[src/hw/rtl/ssbf_pkg.sv]
// ssbf_pkg: shared types, constants and helpers for the start/stop bit framer.
// Used by ssbf_pack, start_stop_bit_framer and ssbf_checker. No dependencies.
`timescale 1ns / 1ps

package ssbf_pkg;

    localparam int FRAME_BITS   = 10;
    localparam int MAX_PENDING  = 7;
    localparam int PEND_W       = 7;
    localparam int CNT_W        = 3;
    localparam int ACC_W        = 24;
    localparam int MAX_RESULTS  = 3;
    localparam int APB_AW       = 3;
    localparam int APB_DW       = 32;

    localparam logic [APB_AW-1:0] ADDR_PAD_BIT = 3'h0;
    localparam logic              PAD_BIT_RST  = 1'b1;

    typedef struct packed {
        logic [7:0] data_byte;
        logic       last_byte;
    } in_item_t;

    typedef struct packed {
        logic [7:0] out_byte;
        logic       out_last;
    } out_item_t;

    typedef struct packed {
        out_item_t [MAX_RESULTS-1:0] items;
        logic [1:0]                  count;
        logic [PEND_W-1:0]           pend_bits;
        logic [CNT_W-1:0]            pend_count;
    } pack_res_t;

    function automatic logic [7:0] reverse_byte(input logic [7:0] v);
        logic [7:0] r;
        for (int k = 0; k < 8; k++) begin
            r[7-k] = v[k];
        end
        return r;
    endfunction

endpackage

[src/hw/rtl/ssbf_pack.sv]
// ssbf_pack: frames one byte and packs it with the leftover bits into up to
// three output bytes; also gives the new leftover bits. Depends on ssbf_pkg.
`timescale 1ns / 1ps

module ssbf_pack import ssbf_pkg::*; (
    input  in_item_t          item,
    input  logic [PEND_W-1:0] pend_bits,
    input  logic [CNT_W-1:0]  pend_count,
    input  logic              pad_bit,
    output pack_res_t         res
);

    logic [PEND_W-1:0]     held;
    logic [FRAME_BITS-1:0] frame;
    logic [ACC_W-1:0]      acc;
    logic [ACC_W-1:0]      aligned;
    logic [4:0]            n;
    logic [4:0]            shamt;
    logic [1:0]            nfull;
    logic [2:0]            rem;
    logic                  has_flush;
    logic [7:0]            pad_mask;
    logic [7:0]            flush_byte;
    logic [7:0]            keep_mask;
    logic [1:0]            cnt;

    always_comb begin
        held      = pend_bits & PEND_W'((8'h01 << pend_count) - 8'h01);
        frame     = {1'b0, reverse_byte(item.data_byte), 1'b1};
        acc       = {7'b0, held, frame};
        n         = {2'b00, pend_count} + 5'(FRAME_BITS);
        shamt     = 5'(ACC_W) - n;
        aligned   = acc << shamt;
        nfull     = n[4] ? 2'd2 : 2'd1;
        rem       = n[2:0];
        has_flush = item.last_byte && (rem != 3'd0);
        pad_mask  = pad_bit ? (8'hFF >> rem) : 8'h00;
        flush_byte = (n[4] ? aligned[7:0] : aligned[15:8]) | pad_mask;
        cnt       = nfull + {1'b0, has_flush};

        res.items[0].out_byte = aligned[23:16];
        res.items[1].out_byte = n[4] ? aligned[15:8] : flush_byte;
        res.items[2].out_byte = flush_byte;
        for (int i = 0; i < MAX_RESULTS; i++) begin
            res.items[i].out_last = item.last_byte && (2'(i) == cnt - 2'd1);
        end
        res.count = cnt;

        keep_mask = (8'h01 << rem) - 8'h01;
        if (item.last_byte) begin
            res.pend_bits  = '0;
            res.pend_count = '0;
        end else begin
            res.pend_bits  = acc[PEND_W-1:0] & keep_mask[PEND_W-1:0];
            res.pend_count = rem;
        end
    end

endmodule

[src/hw/rtl/start_stop_bit_framer.sv]
// start_stop_bit_framer: top level; input register, leftover-bit state,
// three-byte output buffer and APB register. Depends on ssbf_pkg, ssbf_pack.
//
//  channel  | ports                                   | moves
//  ---------+-----------------------------------------+---------------------------
//  input    | s_valid s_ready s_data (in_item_t)      | one data byte per request
//  output   | m_valid m_ready m_data (out_item_t)     | one packed byte per request
//  config   | psel penable pwrite paddr pwdata prdata | pad_bit at address 0
//
// An accepted byte waits in the input register and is packed into the output buffer
// once that is empty or handing over its final byte; a new request is taken in the
// same cycle. A byte passes through the input register and then the output buffer;
// each input byte gives one to three output bytes (1.25 on average).
// Synchronous active-low reset clears control state, not data regs; pad_bit resets to 1.
// Stalls on m_ready hold the buffer and, once the input register fills, s_ready.
`timescale 1ns / 1ps

module start_stop_bit_framer import ssbf_pkg::*; (
    input  logic              aclk,
    input  logic              aresetn,
    input  logic              s_valid,
    output logic              s_ready,
    input  in_item_t          s_data,
    output logic              m_valid,
    input  logic              m_ready,
    output out_item_t         m_data,
    input  logic              psel,
    input  logic              penable,
    input  logic              pwrite,
    input  logic [APB_AW-1:0] paddr,
    input  logic [APB_DW-1:0] pwdata,
    output logic [APB_DW-1:0] prdata,
    output logic              pready
);

    logic              pad_reg, pad_next;
    in_item_t          in_item_reg, in_item_next;
    logic              in_full_reg, in_full_next;
    logic [PEND_W-1:0] pend_bits_reg, pend_bits_next;
    logic [CNT_W-1:0]  pend_count_reg, pend_count_next;
    out_item_t [MAX_RESULTS-1:0] buf_reg, buf_next;
    logic [1:0]        left_reg, left_next;

    pack_res_t res;
    logic      accept;
    logic      pop;
    logic      xfer;

    ssbf_pack u_pack (
        .item       (in_item_reg),
        .pend_bits  (pend_bits_reg),
        .pend_count (pend_count_reg),
        .pad_bit    (pad_reg),
        .res        (res)
    );

    assign pready  = 1'b1;
    assign prdata  = (paddr == ADDR_PAD_BIT) ? {{(APB_DW-1){1'b0}}, pad_reg} : '0;
    assign s_ready = !in_full_reg || xfer;
    assign m_valid = (left_reg != 2'd0);
    assign m_data  = buf_reg[0];

    assign accept = s_valid && s_ready;
    assign pop    = m_valid && m_ready;
    assign xfer   = in_full_reg && ((left_reg == 2'd0) || ((left_reg == 2'd1) && m_ready));

    always_comb begin
        pad_next = pad_reg;
        if (psel && penable && pwrite && pready && (paddr[APB_AW-1:2] == 1'b0)) begin
            pad_next = pwdata[0];
        end

        in_item_next = in_item_reg;
        in_full_next = in_full_reg;
        if (xfer) begin
            in_full_next = 1'b0;
        end
        if (accept) begin
            in_item_next = s_data;
            in_full_next = 1'b1;
        end

        pend_bits_next  = pend_bits_reg;
        pend_count_next = pend_count_reg;
        buf_next        = buf_reg;
        left_next       = left_reg;
        if (xfer) begin
            pend_bits_next  = res.pend_bits;
            pend_count_next = res.pend_count;
            buf_next        = res.items;
            left_next       = res.count;
        end else if (pop) begin
            buf_next[0] = buf_reg[1];
            buf_next[1] = buf_reg[2];
            left_next   = left_reg - 2'd1;
        end
    end

    always_ff @(posedge aclk) begin
        if (!aresetn) begin
            pad_reg        <= PAD_BIT_RST;
            in_full_reg    <= 1'b0;
            pend_bits_reg  <= '0;
            pend_count_reg <= '0;
            left_reg       <= 2'd0;
        end else begin
            pad_reg        <= pad_next;
            in_full_reg    <= in_full_next;
            pend_bits_reg  <= pend_bits_next;
            pend_count_reg <= pend_count_next;
            left_reg       <= left_next;
        end
    end

    always_ff @(posedge aclk) begin
        in_item_reg <= in_item_next;
        buf_reg     <= buf_next;
    end

endmodule

[config.mk]
export PLATFORM = sky130hd
export DESIGN_NAME = start_stop_bit_framer
export DESIGN_NICKNAME = d
export VERILOG_FILES = /design/src/hw/rtl/ssbf_pkg.sv /design/src/hw/rtl/ssbf_pack.sv /design/src/hw/rtl/start_stop_bit_framer.sv
export SDC_FILE = /design/constraint.sdc
export NUM_CORES = 1
export LEC_CHECK = 0
export BUFFER_PORTS_ARGS = -buffer_cell sky130_fd_sc_hd__buf_2
export CAP_MARGIN = 40
export CELL_PAD_IN_SITES_DETAIL_PLACEMENT = 0
export CELL_PAD_IN_SITES_GLOBAL_PLACEMENT = 1
export CORE_AREA = 8 8 92 94
export CTS_CLUSTER_SIZE = 20
export DETAILED_ROUTE_END_ITERATION = 8
export DIE_AREA = 0 0 100 102
export PLACE_DENSITY_LB_ADDON = 0.15
export SKIP_CTS_REPAIR_TIMING = 1
export SLEW_MARGIN = 20
export SYNTH_ARGS = -nofsm -noshare
export SYNTH_HDL_FRONTEND = slang
export SYNTH_SLANG_ARGS = --single-unit
export TNS_END_PERCENT = 100
[constraint.sdc]
create_clock -name aclk -period 3.9 [get_ports aclk]
set_input_delay 0.195 -clock aclk [delete_from_list [all_inputs] [get_ports aclk]]
set_output_delay 0.195 -clock aclk [all_outputs]
set_load 0.005 [all_outputs]
==> results of run 1 <==
logic make-up (layout without fill, tap and decap cells):
family	count (synthesis)	after routing	synth area share, %
and+or+nand+nor	75	75	12.7
buffers and inverters	69	55	15.5
AOI/OAI and AO/OA	57	57	14.9
DFF	48	48	47.0
adders and majority gates	12	12	5.34
muxes	10	10	3.65
other	2	32	0.267
xor gates and xnor gates	2	2	0.623
worst register-to-register path, cell delays in order (launching register included):
cell and delay, ns:
dfxtp_1 0.52, inv_4 0.14, ha_1 0.39, ha_1 0.32, buf_4 0.22, o311a_1 0.38, o41ai_1 0.37
layout by cell type, fill, tap and decap left out, types with 7 or more instances in the layout:
cell      count
nand2_1      33
nand3_1       9
buf_2        31
inv_1         9
o21ai_0       9
a21oi_1       7
edfxtp_1     36
mux2i_1       8
nor2_1       12
ha_1         12
conb_1       32
dfxtp_1      12
routing by layer:
metal | global-route usage [%] | share of wire (%)
met5 | 0 | 0
met4 | 3.49 | 0.74
met1 | 14.5 | 46
met2 | 18.3 | 47
met3 | 2.72 | 6.2
area by class of cell:
class                           instances  area share (%)
Sequential cell                        48            44.4
Multi-Input combinational cell        188            39.1
Timing Repair Buffer                   37            7.39
Tap cell                               99            4.16
Clock buffer                            6            2.44
Inverter                               10            1.34
Clock inverter                          2            1.18
final timing paths:
kind                                                       to  slack [ns]  cells past startpoint
worst max-delay path                      m_data[4]$_DFFE_PP_        1.36                      6
worst min-delay path                 in_item_reg[2]$_DFFE_PP_        0.06                      1
worst max register to register            m_data[4]$_DFFE_PP_        1.36                      6
worst min register to register  pend_bits_reg[4]$_SDFFE_PN0P_        0.46                      2
power breakdown:
part           leakage (nW)  switching [mW]  internal [mW]
registers             0.419          0.0332          0.660
clock network        0.0552           0.167          0.191
logic                 0.739           0.233          0.155
==> reports/metrics.yaml, run 1 <==
cts_tree: "yes"
track_usage_pct: 11.3
numClockSinks: 48
gp_congestion: 0.793
utilization_pct: 42.2
yosys-top-cells-count: "41 x buf_4, 36 x edfxtp_1, 33 x nand2_1"
status: "completed"
num_vias: 1837
critical_path.startpoint: "pend_count_reg[1]$_SDFFE_PN0P_"
fin_skew_ns: 0.00598
grt_pass1_vias: 1796
crit_buf_inv: 2
p_leak_nw: 1.21
insertedDiodeCount: 0
clock_latency_ns: 0.30
period_needed_ns: 2.54
ioPinCount: 95
finalPower_mw: 1.44
synth_cell_types: 51
cts-buffers-inserted: 5
drc: 0
hpwl_um: 4240
regArea_sq_mm: 0.00132
drive_gt1_share_pct: 16.8
tightest_slew_ns: 0.742
r2r_start: "pend_count_reg[1]$_SDFFE_PN0P_"
rows: 31
htreeDepth: 2
dpl_cell_area_sq_mm: 0.00287
critical_path.top_delay_family: "compound AO/OA/AOI/OAI gates"
hold_ws_ns: 0.0639
ys_ff_latch: 48
worst_slack_ns: 1.36
netlist_area_sq_mm: 0.00281
cpMaxStageDelayCell: "dfxtp_1"
avgSynthCellArea_sq_um: 10.2
worstPathCellList: "inv_4 -> ha_1 -> ha_1 -> buf_4 -> o311a_1 -> o41ai_1"
yosysSeqAreaShare_pct: 47.0
synth_warnings: 0
clock_path_buffers: 2
post-place-ws_ns: 1.43
hold_viol_final: 0
multi_input_area_sq_mm: 0.00117
final.setup.tns_ns: 0
rsz0062_at_grt: "no"
timing.final.crit_share_pct: 65.2
grt_pass1_wl_um: 9080
final_area_sq_mm: 0.00298
die-area_sq_mm: 0.0102
synth_top_area_cell: "edfxtp_1"
start_kind: "flop"
hp-class: "in2reg"
io_buffers: 31
drt_pass1_iterations: 4
end_kind: "flop"
maxCapViolations: 0
critPathMaxFanout: 23
drtIter0Drc: 127
wl_per_cell_um: 14.6
largest_reg_flops: 18
synth_top_area_share_pct: 38.5
required_ns: 3.99
grt_max_degree: 31
synth-edff-count: 36
synthFlopType: "edfxtp_1"
fillers: 721
cts.clk_slew.worst_paths_ns: 0.09
finalWirelength_um: 5690
dieHeight_um: 102
syn_inst: 275
critPathKind: "reg2reg"
core-area_sq_mm: 0.00706
die_w_um: 100
synth.top_cells.by_area: "edfxtp_1 38%, buf_4 11%, dfxtp_1 8.5%, ha_1 5.3%, nand2_1 4.4%"
arrival_ns: 2.63
worstHoldStart: "s_data[2]"
synth-async-reset-ratio_pct: 0
powerDensity_mw_per_mm2: 483
place_inst: 382
antenna_found_initial: 0
vdd_drop_max_v: 0.000177
cts.root.buffer_cell: "clkbuf_8"
setup_viol: 0
syn_to_final_growth_pct: 6.01
crit_path_max_incr_delay_ns: 0.52
nets: 353
cp_common_cell: "ha_1"
start_util_pct: 39.8
drtAntennaViolNets: 0
slew_violations: 0
grt_remaining_overflow: 0
relSlewSlack_pct: 50.5
vias_per_cell: 4.71
yosysMostFrequentCell: "buf_4"
stdcell_count: 390
fmax_mhz: 393
Power figures use the tool's default switching activity.
==> run 2: changes to the inputs <==
- CORE_AREA: 8 8 92 94 -> 8 8 100 102
- DIE_AREA: 0 0 100 102 -> 0 0 108 110
- clock period: 3.9 -> 2.2 ns (I/O delays scaled with it)
==> reports/metrics.yaml, run 2 (synthesized netlist as in run 1, its figures left out) <==
status: "completed"
critical_path.startpoint: "pend_count_reg[2]$_SDFFE_PN0P_"
end_kind: "flop"
drc: 0
fin_skew_ns: 0.0139
grt_remaining_overflow: 0
grt_pass1_vias: 1939
required_ns: 2.26
antenna_found_initial: 0
mostFrequentLayoutCells: "36 x edfxtp_1, 33 x nand2_1, 32 x conb_1, 31 x buf_2, 12 x nor2_1"
die-area_sq_mm: 0.0119
intPower_mw: 1.87
hp-class: "in2reg"
r2r_start: "pend_count_reg[2]$_SDFFE_PN0P_"
path_depth: 7
cts_tree: "yes"
finalPower_mw: 2.67
crit_path_end: "m_data[1]$_DFFE_PP_"
power_frac_comb_pct: 28.6
p_clk_share_pct: 25.5
num_vias: 1900
drive_gt1_share_pct: 20.2
utilization_pct: 37.6
clock_path_buffers: 2
timing.rr.end: "m_data[1]$_DFFE_PP_"
critical_path.top_delay_family: "adder cells"
drtAntennaViolNets: 0
cts.clk_slew.worst_paths_ns: 0.09
r2r_slack_ns: 0.15
seq_power_share_pct: 45.8
start_util_pct: 33.2
switching_share_pct: 30.2
insertedDiodeCount: 0
syn_to_final_growth_pct: 13.2
drt_pass1_iterations: 4
die_w_um: 108
grt_max_degree: 31
rsz0062_at_grt: "no"
wl_per_cell_um: 14.7
period_needed_ns: 2.05
io_buffers: 31
grt_pass1_wl_um: 9920
start_kind: "flop"
powerDensity_mw_per_mm2: 839
htreeDepth: 2
arrival_ns: 2.11
crit_buf_inv: 2
vias_per_cell: 4.58
power.switching_mw: 0.805
ioPinCount: 95
gp_congestion: 0.746
track_usage_pct: 10.5
fillers: 879
nets: 369
rows: 34
p_leak_nw: 1.30
critPathMaxFanout: 15
crit_path_max_incr_delay_ns: 0.32
dieHeight_um: 110
cts.root.buffer_cell: "clkbuf_8"
setup_viol: 0
vdd_drop_max_v: 0.000299
timing.final.crit_share_pct: 93.3
core-area_sq_mm: 0.00847
numClockSinks: 48
critPathKind: "reg2reg"
cpMaxStageDelayCell: "dfxtp_1"
clock_latency_ns: 0.31
r2r_cells: 7
drtIter0Drc: 70
fmax_mhz: 487
maxCapViolations: 0
multi_input_area_sq_mm: 0.00119
slew_violations: 0
worstPathCellList: "inv_1 -> ha_4 -> ha_1 -> buf_4 -> mux2i_2 -> nand2_1 -> a32o_1"
largest_reg_flops: 18
hpwl_um: 4480
final_common_cell: "edfxtp_1"
regArea_sq_mm: 0.00132
hold_viol_final: 0
finalWirelength_um: 6080
cts-buffers-inserted: 5
run 2: cell type report:
class	instances	share of cell area, %
clock buffers	6	2.60
clock inverters	2	1.22
inverters	10	1.26
multi-input cells	188	37.6
flip-flops and latches	48	41.6
well taps	108	4.25
repair buffers	53	11.6
run 2: how the worst min path moves through the flow:
stage          cells past startpoint                        to       from
2_1_floorplan                      0  in_item_reg[0]$_DFFE_PP_  s_data[0]
3_3_place_gp                       1  in_item_reg[7]$_DFFE_PP_  s_data[7]
3_5_place_dp                       1  in_item_reg[6]$_DFFE_PP_  s_data[6]
4_1_cts                            1  in_item_reg[5]$_DFFE_PP_  s_data[5]
5_1_grt                            3      pad_reg$_SDFFE_PN1P_  pwdata[0]
6_report                           3      pad_reg$_SDFFE_PN1P_  pwdata[0]
run 2: metal layers:
metal / global-route usage [%] / part of all wire [%]
met4: 3.57 / 0.94
met2: 16.8 / 46
met3: 1.86 / 5.2
met5: 0 / 0
met1: 13.9 / 48
run 2: power groups by stage:
stage	clock network (mW)	registers, mW	logic (mW)
3_5_place_dp	0	1.25	0.757
3_3_place_gp	0	1.24	0.751
2_1_floorplan	0	1.23	0.602
5_1_grt	0.732	1.24	0.874
6_report	0.682	1.22	0.764
4_1_cts	0.707	1.23	0.758
run 2: metrics by stage:
step                      TNS [ns]  setup slack (ns)  area [sq um]  hold WS, ns  std cells
after global placement     -0.0221           -0.0221          2960        0.286        398
after global routing             0           0.00169          3180       0.0436        415
after CTS                  -0.0165           -0.0165          3080      -0.0278        406
final                            0             0.147          3180       0.0209        415
after floorplan                  0            0.0491          2940        0.209        305
after detailed placement         0           0.00675          2960        0.288        398
run 2: tightest hold or removal path: stages:
cell	delay [ns]
buf_2	0.07
mux2i_1	0.05
nand2_1	0.06
